--- src/i2ie_pkg.sv ---
// ----------------------------------------------------------------------------
// i2ie_pkg
// Shared types and constants for the IBM hex float to IEEE single converter.
// ----------------------------------------------------------------------------
package i2ie_pkg;

  // input item: raw file word plus last-word marker
  typedef struct packed {
    logic [31:0] raw_word;
    logic        is_last;
  } in_item_t;

  // result item: converted or passthrough word plus marker copy
  typedef struct packed {
    logic [31:0] ieee_word;
    logic        is_last_out;
  } out_item_t;

  // configuration port geometry
  localparam int unsigned CFG_ADDR_W  = 3;
  localparam int unsigned CFG_DATA_W  = 32;
  localparam logic        CFG_IDX_CONVERT_ENABLE = 1'b0;

  // hex float fraction width and working widths for shift and exponent
  localparam int unsigned FRAC_W  = 24;
  localparam int unsigned SHIFT_W = 5;
  localparam int unsigned EXPO_W  = 10;

  // conversion constants
  localparam logic signed [EXPO_W-1:0] EXPO_ADJ  = 10'sd130;
  localparam logic signed [EXPO_W-1:0] EXPO_MAX  = 10'sd254;
  localparam logic [30:0]              MAX_FINITE = 31'h7f7fffff;

endpackage

--- src/i2ie_norm.sv ---
// ----------------------------------------------------------------------------
// i2ie_norm
// Normalizes a non-zero 24-bit fraction with a five-step binary shifter and
// reports the total left shift applied.
// ----------------------------------------------------------------------------
module i2ie_norm (
  input  logic [i2ie_pkg::FRAC_W-1:0]  frac_in,
  output logic [i2ie_pkg::FRAC_W-1:0]  frac_out,
  output logic [i2ie_pkg::SHIFT_W-1:0] shift
);
  import i2ie_pkg::*;

  logic [FRAC_W-1:0] f16, f8, f4, f2, f1;
  logic              s16, s8, s4, s2, s1;

  // coarse to fine: each step shifts when the top slice is all zero
  always_comb begin
    s16 = (frac_in[23:8] == 16'd0);
    f16 = s16 ? {frac_in[7:0], 16'd0} : frac_in;
    s8  = (f16[23:16] == 8'd0);
    f8  = s8 ? {f16[15:0], 8'd0} : f16;
    s4  = (f8[23:20] == 4'd0);
    f4  = s4 ? {f8[19:0], 4'd0} : f8;
    s2  = (f4[23:22] == 2'd0);
    f2  = s2 ? {f4[21:0], 2'd0} : f4;
    s1  = ~f2[23];
    f1  = s1 ? {f2[22:0], 1'b0} : f2;
  end

  assign frac_out = f1;
  assign shift    = {s16, s8, s4, s2, s1};

endmodule

--- src/i2ie_conv.sv ---
// ----------------------------------------------------------------------------
// i2ie_conv
// Byte swap and IBM hex float to IEEE single re-encoding, with saturation on
// exponent overflow and flush to +0 on underflow; raw passthrough when disabled.
// ----------------------------------------------------------------------------
module i2ie_conv (
  input  logic        convert_enable,
  input  logic [31:0] word_in,
  output logic [31:0] word_out
);
  import i2ie_pkg::*;

  logic [31:0]              swapped;
  logic [FRAC_W-1:0]        frac;
  logic [FRAC_W-1:0]        frac_n;
  logic [SHIFT_W-1:0]       shift;
  logic signed [EXPO_W-1:0] expo;
  logic [31:0]              conv;

  // reverse byte order of the file word
  assign swapped = {word_in[7:0], word_in[15:8], word_in[23:16], word_in[31:24]};
  assign frac    = swapped[FRAC_W-1:0];

  i2ie_norm u_norm (
    .frac_in  (frac),
    .frac_out (frac_n),
    .shift    (shift)
  );

  // biased exponent: 4 * exp7 - 130 - shift
  assign expo = $signed({1'b0, swapped[30:24], 2'b00}) - EXPO_ADJ
              - $signed({{(EXPO_W-SHIFT_W){1'b0}}, shift});

  // special cases then normal re-encoding
  always_comb begin
    if (frac == '0) begin
      conv = swapped;
    end else if (expo > EXPO_MAX) begin
      conv = {swapped[31], MAX_FINITE};
    end else if (expo <= 10'sd0) begin
      conv = 32'd0;
    end else begin
      conv = {swapped[31], expo[7:0], frac_n[22:0]};
    end
  end

  assign word_out = convert_enable ? conv : word_in;

endmodule

--- src/i2ie_cfg.sv ---
// ----------------------------------------------------------------------------
// i2ie_cfg
// APB-style register block holding the convert enable bit.
// ----------------------------------------------------------------------------
module i2ie_cfg (
  input  logic                            clk,
  input  logic                            rst_n,
  input  logic                            psel,
  input  logic                            penable,
  input  logic                            pwrite,
  input  logic [i2ie_pkg::CFG_ADDR_W-1:0] paddr,
  input  logic [i2ie_pkg::CFG_DATA_W-1:0] pwdata,
  output logic [i2ie_pkg::CFG_DATA_W-1:0] prdata,
  output logic                            pready,
  output logic                            convert_enable
);
  import i2ie_pkg::*;

  logic convert_enable_r, convert_enable_nxt;
  logic wr_en;
  logic sel_conv;

  // register index is the word address
  assign sel_conv = (paddr[2] == CFG_IDX_CONVERT_ENABLE);
  assign wr_en    = psel & penable & pwrite & pready;

  always_comb begin
    convert_enable_nxt = convert_enable_r;
    if (wr_en && sel_conv) begin
      convert_enable_nxt = pwdata[0];
    end
  end

  always_ff @(posedge clk) begin
    if (!rst_n) begin
      convert_enable_r <= 1'b0;
    end else begin
      convert_enable_r <= convert_enable_nxt;
    end
  end

  // read back
  assign prdata = sel_conv ? {{(CFG_DATA_W-1){1'b0}}, convert_enable_r} : '0;
  assign pready = 1'b1;
  assign convert_enable = convert_enable_r;

endmodule

--- src/ibm_to_ieee_float_converter_top.sv ---
// path: an accepted item is captured in the input register, converted combinationally
//   and registered in the result register that drives out_item
// throughput: one item per cycle; busy stays low, the input register and the
//   result register each take a new item every cycle
// the result strobe lasts one cycle and the receiver cannot stall it
// reset (rst_n, synchronous): clears item valid flags and convert_enable to 0
// ----------------------------------------------------------------------------
// ibm_to_ieee_float_converter_top
// Streams 32-bit file words through an optional byte swap and IBM hex float
// to IEEE single conversion, one item per clock.
// ----------------------------------------------------------------------------
module ibm_to_ieee_float_converter_top (
  input  logic                            clk,
  input  logic                            rst_n,
  input  logic                            start,
  output logic                            busy,
  input  i2ie_pkg::in_item_t              in_item,
  output logic                            out_valid,
  output i2ie_pkg::out_item_t             out_item,
  input  logic                            psel,
  input  logic                            penable,
  input  logic                            pwrite,
  input  logic [i2ie_pkg::CFG_ADDR_W-1:0] paddr,
  input  logic [i2ie_pkg::CFG_DATA_W-1:0] pwdata,
  output logic [i2ie_pkg::CFG_DATA_W-1:0] prdata,
  output logic                            pready
);
  import i2ie_pkg::*;

  logic        convert_enable;
  logic        in_valid_r, in_valid_nxt;
  in_item_t    in_item_r;
  logic        out_valid_r, out_valid_nxt;
  out_item_t   out_item_r, out_item_nxt;
  logic [31:0] conv_word;

  i2ie_cfg u_cfg (
    .clk            (clk),
    .rst_n          (rst_n),
    .psel           (psel),
    .penable        (penable),
    .pwrite         (pwrite),
    .paddr          (paddr),
    .pwdata         (pwdata),
    .prdata         (prdata),
    .pready         (pready),
    .convert_enable (convert_enable)
  );

  // never stalls
  assign busy = 1'b0;

  // input register
  assign in_valid_nxt = start & ~busy;

  always_ff @(posedge clk) begin
    if (!rst_n) begin
      in_valid_r <= 1'b0;
    end else begin
      in_valid_r <= in_valid_nxt;
    end
  end

  always_ff @(posedge clk) begin
    if (in_valid_nxt) begin
      in_item_r <= in_item;
    end
  end

  i2ie_conv u_conv (
    .convert_enable (convert_enable),
    .word_in        (in_item_r.raw_word),
    .word_out       (conv_word)
  );

  // result register
  assign out_valid_nxt            = in_valid_r;
  assign out_item_nxt.ieee_word   = conv_word;
  assign out_item_nxt.is_last_out = in_item_r.is_last;

  always_ff @(posedge clk) begin
    if (!rst_n) begin
      out_valid_r <= 1'b0;
    end else begin
      out_valid_r <= out_valid_nxt;
    end
  end

  always_ff @(posedge clk) begin
    if (in_valid_r) begin
      out_item_r <= out_item_nxt;
    end
  end

  assign out_valid = out_valid_r;
  assign out_item  = out_item_r;

  // every accepted item yields exactly one strobe
  a_two_cycle: assert property (@(posedge clk) disable iff (!rst_n)
    (start && !busy) |=> ##1 out_valid)
    else $error("accepted item did not produce a result");

  a_no_phantom: assert property (@(posedge clk) disable iff (!rst_n)
    out_valid |-> $past(in_valid_r))
    else $error("result strobe without a captured item");

  // marker follows its word
  a_last_follows: assert property (@(posedge clk) disable iff (!rst_n)
    out_valid |-> out_item.is_last_out == $past(in_item_r.is_last))
    else $error("last marker out of step with its word");

  // passthrough when conversion is off
  a_passthru: assert property (@(posedge clk) disable iff (!rst_n)
    (out_valid && !$past(convert_enable)) |-> out_item.ieee_word == $past(in_item_r.raw_word))
    else $error("passthrough word altered");

  // a converted non-zero fraction never encodes infinity or nan
  a_finite: assert property (@(posedge clk) disable iff (!rst_n)
    (out_valid && $past(convert_enable) && $past(in_item_r.raw_word[31:8] != 24'd0))
      |-> out_item.ieee_word[30:23] != 8'hff)
    else $error("converted result is not finite");

endmodule

--- config.mk ---
export PLATFORM = sky130hd
export DESIGN_NAME = ibm_to_ieee_float_converter_top
export DESIGN_NICKNAME = d
export VERILOG_FILES = /design/src/i2ie_pkg.sv /design/src/i2ie_norm.sv /design/src/i2ie_conv.sv /design/src/i2ie_cfg.sv /design/src/ibm_to_ieee_float_converter_top.sv
export SDC_FILE = /design/constraint.sdc
export NUM_CORES = 1
export LEC_CHECK = 0
export BUFFER_PORTS_ARGS = -buffer_cell sky130_fd_sc_hd__buf_2
export CAP_MARGIN = 10
export CORE_MARGIN = 10
export CORE_UTILIZATION = 53
export DETAILED_ROUTE_END_ITERATION = 16
export GPL_TIMING_DRIVEN = 0
export HOLD_SLACK_MARGIN = 0.05
export PLACE_DENSITY_LB_ADDON = 0.12
export SYNTH_ARGS = -nofsm -noshare
export SYNTH_HDL_FRONTEND = slang
export SYNTH_SLANG_ARGS = --single-unit
--- constraint.sdc ---
create_clock -name clk -period 5.7 [get_ports clk]
set_input_delay 0.855 -clock clk [delete_from_list [all_inputs] [get_ports clk]]
set_output_delay 0.855 -clock clk [all_outputs]
set_load 0.01 [all_outputs]
==> results.yml <==
worst_setup_path:
  regToRegEndpoint: "out_item[22]$_DFFE_PP_"
  crit_path_start_kind: "register"
  worstPathArrival_ps: 5440
  cp_slowest_cell: "or4_1"
  worst_path_largest_cell_delay_ps: 680
  path_max_fanout: 10
  worstPathRequired_ps: 5780
  crit_type: "reg2reg"
  path_cells: "or4_1, a211o_1, nand2_1, clkbuf_2, inv_1, ha_1, inv_1, ha_1, clkbuf_1, o21ai_0, nand2b_1, nand3b_1, nor3_2, a2111oi_4, buf_4, a2111oi_4, a21oi_4, nand2_4, buf_6, o221ai_2"
  reg2reg_setup_slack_ps: 340
  r2r_cells: 20
  endpoint_kind: "register"
  r2r_start: "in_item_r[17]$_DFFE_PP_"
pwr:
  clockPowerShare: 0.325
  powerDensity_nw_per_um2: 245
  p_switching_w: 0.000445
  leakage_nw: 2.48
  p_int_w: 0.00104
  ir_drop_mv: 0.196
  pwr-share-seq: 0.425
  power_frac_comb: 0.249
  swShare: 0.301
synthesis:
  syn_area_per_cell_um2: 9.94
  synth_edf_count: 66
  ys_seq_area_frac: 0.402
  yosys_warnings: 0
  yosys.area.top_type_share: 0.390
  yosys_register_bits: 69
  synthArstFlopShare: 0
  syn_area_um2: 5080
  ys_types: 77
  syn-instance-count: 511
  synthTopCellsByArea: "edfxtp_1 (39%), mux2i_1 (5.7%), buf_4 (5.0%)"
  synth_top_flop_cell: "edfxtp_1"
  yosysTopAreaCell: "edfxtp_1"
hold_path:
  holdCritStartpoint: "in_item_r[0]$_DFFE_PP_"
  hp-class: "reg2reg"
  hold_end: "out_item[0]$_DFFE_PP_"
  hold_path_depth: 0
drt:
  drc_errors: 0
  num_vias: 4510
  ant_nets: 0
  firstDrtPassIters: 6
  wire_per_inst_um: 19.3
  first_iter_violations: 484
  wl_um: 14700
  vias_per_cell: 5.90
cts:
  cts.sinks: 69
  worstSkewPairLatency_ps: 360
  cts_made_buffers: 9
  clkTransAtPathRegs_ps: 80
  cts_buffer_depth: 2
  root_buffer: "clkbuf_8"
  cts_tree: "yes"
  h-tree-depth: 3
  cts_hold_buf: 0
grt:
  grtUsageTotal: 0.202
  grt_start_max_net_pins: 35
  grt_pass1_vias: 4314
  antenna_found_initial: 0
  grt_pass1_wl_um: 23100
  overflow: 0
sta:
  slew_headroom: 0.498
  min_period_ps: 5360
  clock.fmax_mhz: 186
  rsz0062_at_grt: "no"
  tns_ps: 0
  slew_violations: 0
  finalHoldViolCount: 0
  layout_setup_ws_ps: 336
  tightest_slew_ps: 753
  setup_viol: 0
  whs_ps: 443
  timing.final.crit_share: 0.941
  final.setup_skew_ps: 11.4
final_layout:
  post-route-util: 0.652
  nets: 714
  syn2layout_area_growth_pct: 19.1
  n_antenna_cell: 0
  drive_above_1_share: 0.312
  fillCellCount: 802
place:
  place_congestion: 1.01
  pre_cts_ws_ps: -35.6
  io_buffer_count: 75
  dp_hpwl_um: 11400
floorplan:
  die_w_um: 118
  initial_core_util: 0.547
  fp-row-count: 35
  core_area_um2: 9280
  fp.dieH_um: 118
  die_area_um2: 13900
  pin_count: 142
run:
  drv_cap: 0
outcome:
  status: "finished clean"
## final cells by class
cell class | count | area, um2 | area share
clock inverter | 6 | 113 | 0.0186
clock buffer | 10 | 128 | 0.0211
inverter | 36 | 135 | 0.0223
multi-input combinational | 370 | 2660 | 0.439
timing repair buffer | 80 | 413 | 0.0683
sequential | 69 | 2040 | 0.338
buffer | 64 | 400 | 0.0662
tap | 129 | 161 | 0.0267
## metrics by stage
stage	std cells	area, um2	total power, W
after floorplan	542	5190	0.000883
after global placement	746	5730	0.000981
after detailed placement	746	5730	0.000986
after CTS	762	5980	0.00147
after global routing	764	6050	0.00155
final	764	6050	0.00148
## placed cells by master, fill, tap and decap left out, types with 5 or more instances in the layout
| cell type | count |
|---|---|
| a21oi_1 | 31 |
| a22oi_1 | 6 |
| a31oi_1 | 5 |
| buf_2 | 82 |
| buf_4 | 39 |
| clkbuf_1 | 19 |
| clkbuf_8 | 9 |
| conb_1 | 33 |
| edfxtp_1 | 66 |
| ha_1 | 9 |
| inv_1 | 34 |
| mux2i_1 | 29 |
| nand2_1 | 35 |
| nand2b_1 | 5 |
| nand3_1 | 6 |
| nor2_1 | 26 |
| nor3_1 | 10 |
| o211ai_1 | 6 |
| o21ai_0 | 26 |
| o221ai_1 | 11 |
| o221ai_2 | 11 |
| or2_2 | 5 |
## worst max-delay path, delay by kind of cell, from the launching register on
| family | cells | cell delay, ps |
|---|---|---|
| AND/OR/NAND/NOR | 6 | 1550 |
| AO/OA/AOI/OAI | 6 | 1330 |
| buffers and inverters | 6 | 1140 |
| adder cells (fa/ha/maj) | 2 | 530 |
| flip-flops | 1 | 510 |
## cell families after synthesis
group	Yosys count	share of synthesized area
buffers and inverters	103	0.107
adders and majority gates	10	0.0246
AOI/OAI and AO/OA	151	0.240
and+or+nand+nor	138	0.150
xor gates and xnor gates	5	0.00862
DFF	69	0.402
other	2	0.00148
muxes	33	0.0660
## worst max-delay path by stage
stage / start / to / slack, ps / depth (start not counted)
3_3_place_gp: in_item_r[9]$_DFFE_PP_ / out_item[23]$_DFFE_PP_ / 30 / 18
2_1_floorplan: in_item_r[9]$_DFFE_PP_ / out_item[17]$_DFFE_PP_ / 740 / 20
5_1_grt: in_item_r[9]$_DFFE_PP_ / out_item[23]$_DFFE_PP_ / 3 / 18
3_5_place_dp: in_item_r[16]$_DFFE_PP_ / out_item[22]$_DFFE_PP_ / -40 / 19
4_1_cts: in_item_r[17]$_DFFE_PP_ / out_item[23]$_DFFE_PP_ / 7 / 19
6_report: in_item_r[17]$_DFFE_PP_ / out_item[22]$_DFFE_PP_ / 340 / 20
## metal layers
layer	track usage	wire length, um	share of wire
met5	0	0	0
met4	0.0757	392	0.027
met3	0.0556	1680	0.11
met2	0.292	6220	0.42
met1	0.279	6440	0.44
## cell usage after synthesis (7+ instances only)
cell type	count
buf_4	34
ha_1	10
edfxtp_1	66
a21oi_1	31
nor4_1	7
mux2i_1	29
nor2_1	28
inv_1	34
o221ai_2	11
buf_2	7
o21ai_0	26
nor3_1	10
o221ai_1	11
clkbuf_1	22
nand2_1	35
## repair_timing
action	in CTS	in global routing
resized for setup	1	10
setup buffers	0	5
pin swaps	0	3
endpoints found under the setup margin	19	32
cloned	0	0
## power groups by stage
stage          logic, W  registers [W]  clock network [W]
3_5_place_dp   0.000347       0.000639                  0
5_1_grt        0.000399       0.000634           0.000514
3_3_place_gp   0.000342       0.000638                  0
6_report       0.000369       0.000630           0.000482
2_1_floorplan  0.000249       0.000634                  0
4_1_cts        0.000349       0.000628           0.000490
## sequential cells by signal, summed over array words and instances, names as in the netlist
name / flops
out_item: 33
in_item_r: 33
out_valid: 1
u_cfg.convert_enable: 1
in_valid_r: 1
Power figures use the tool's default switching activity.
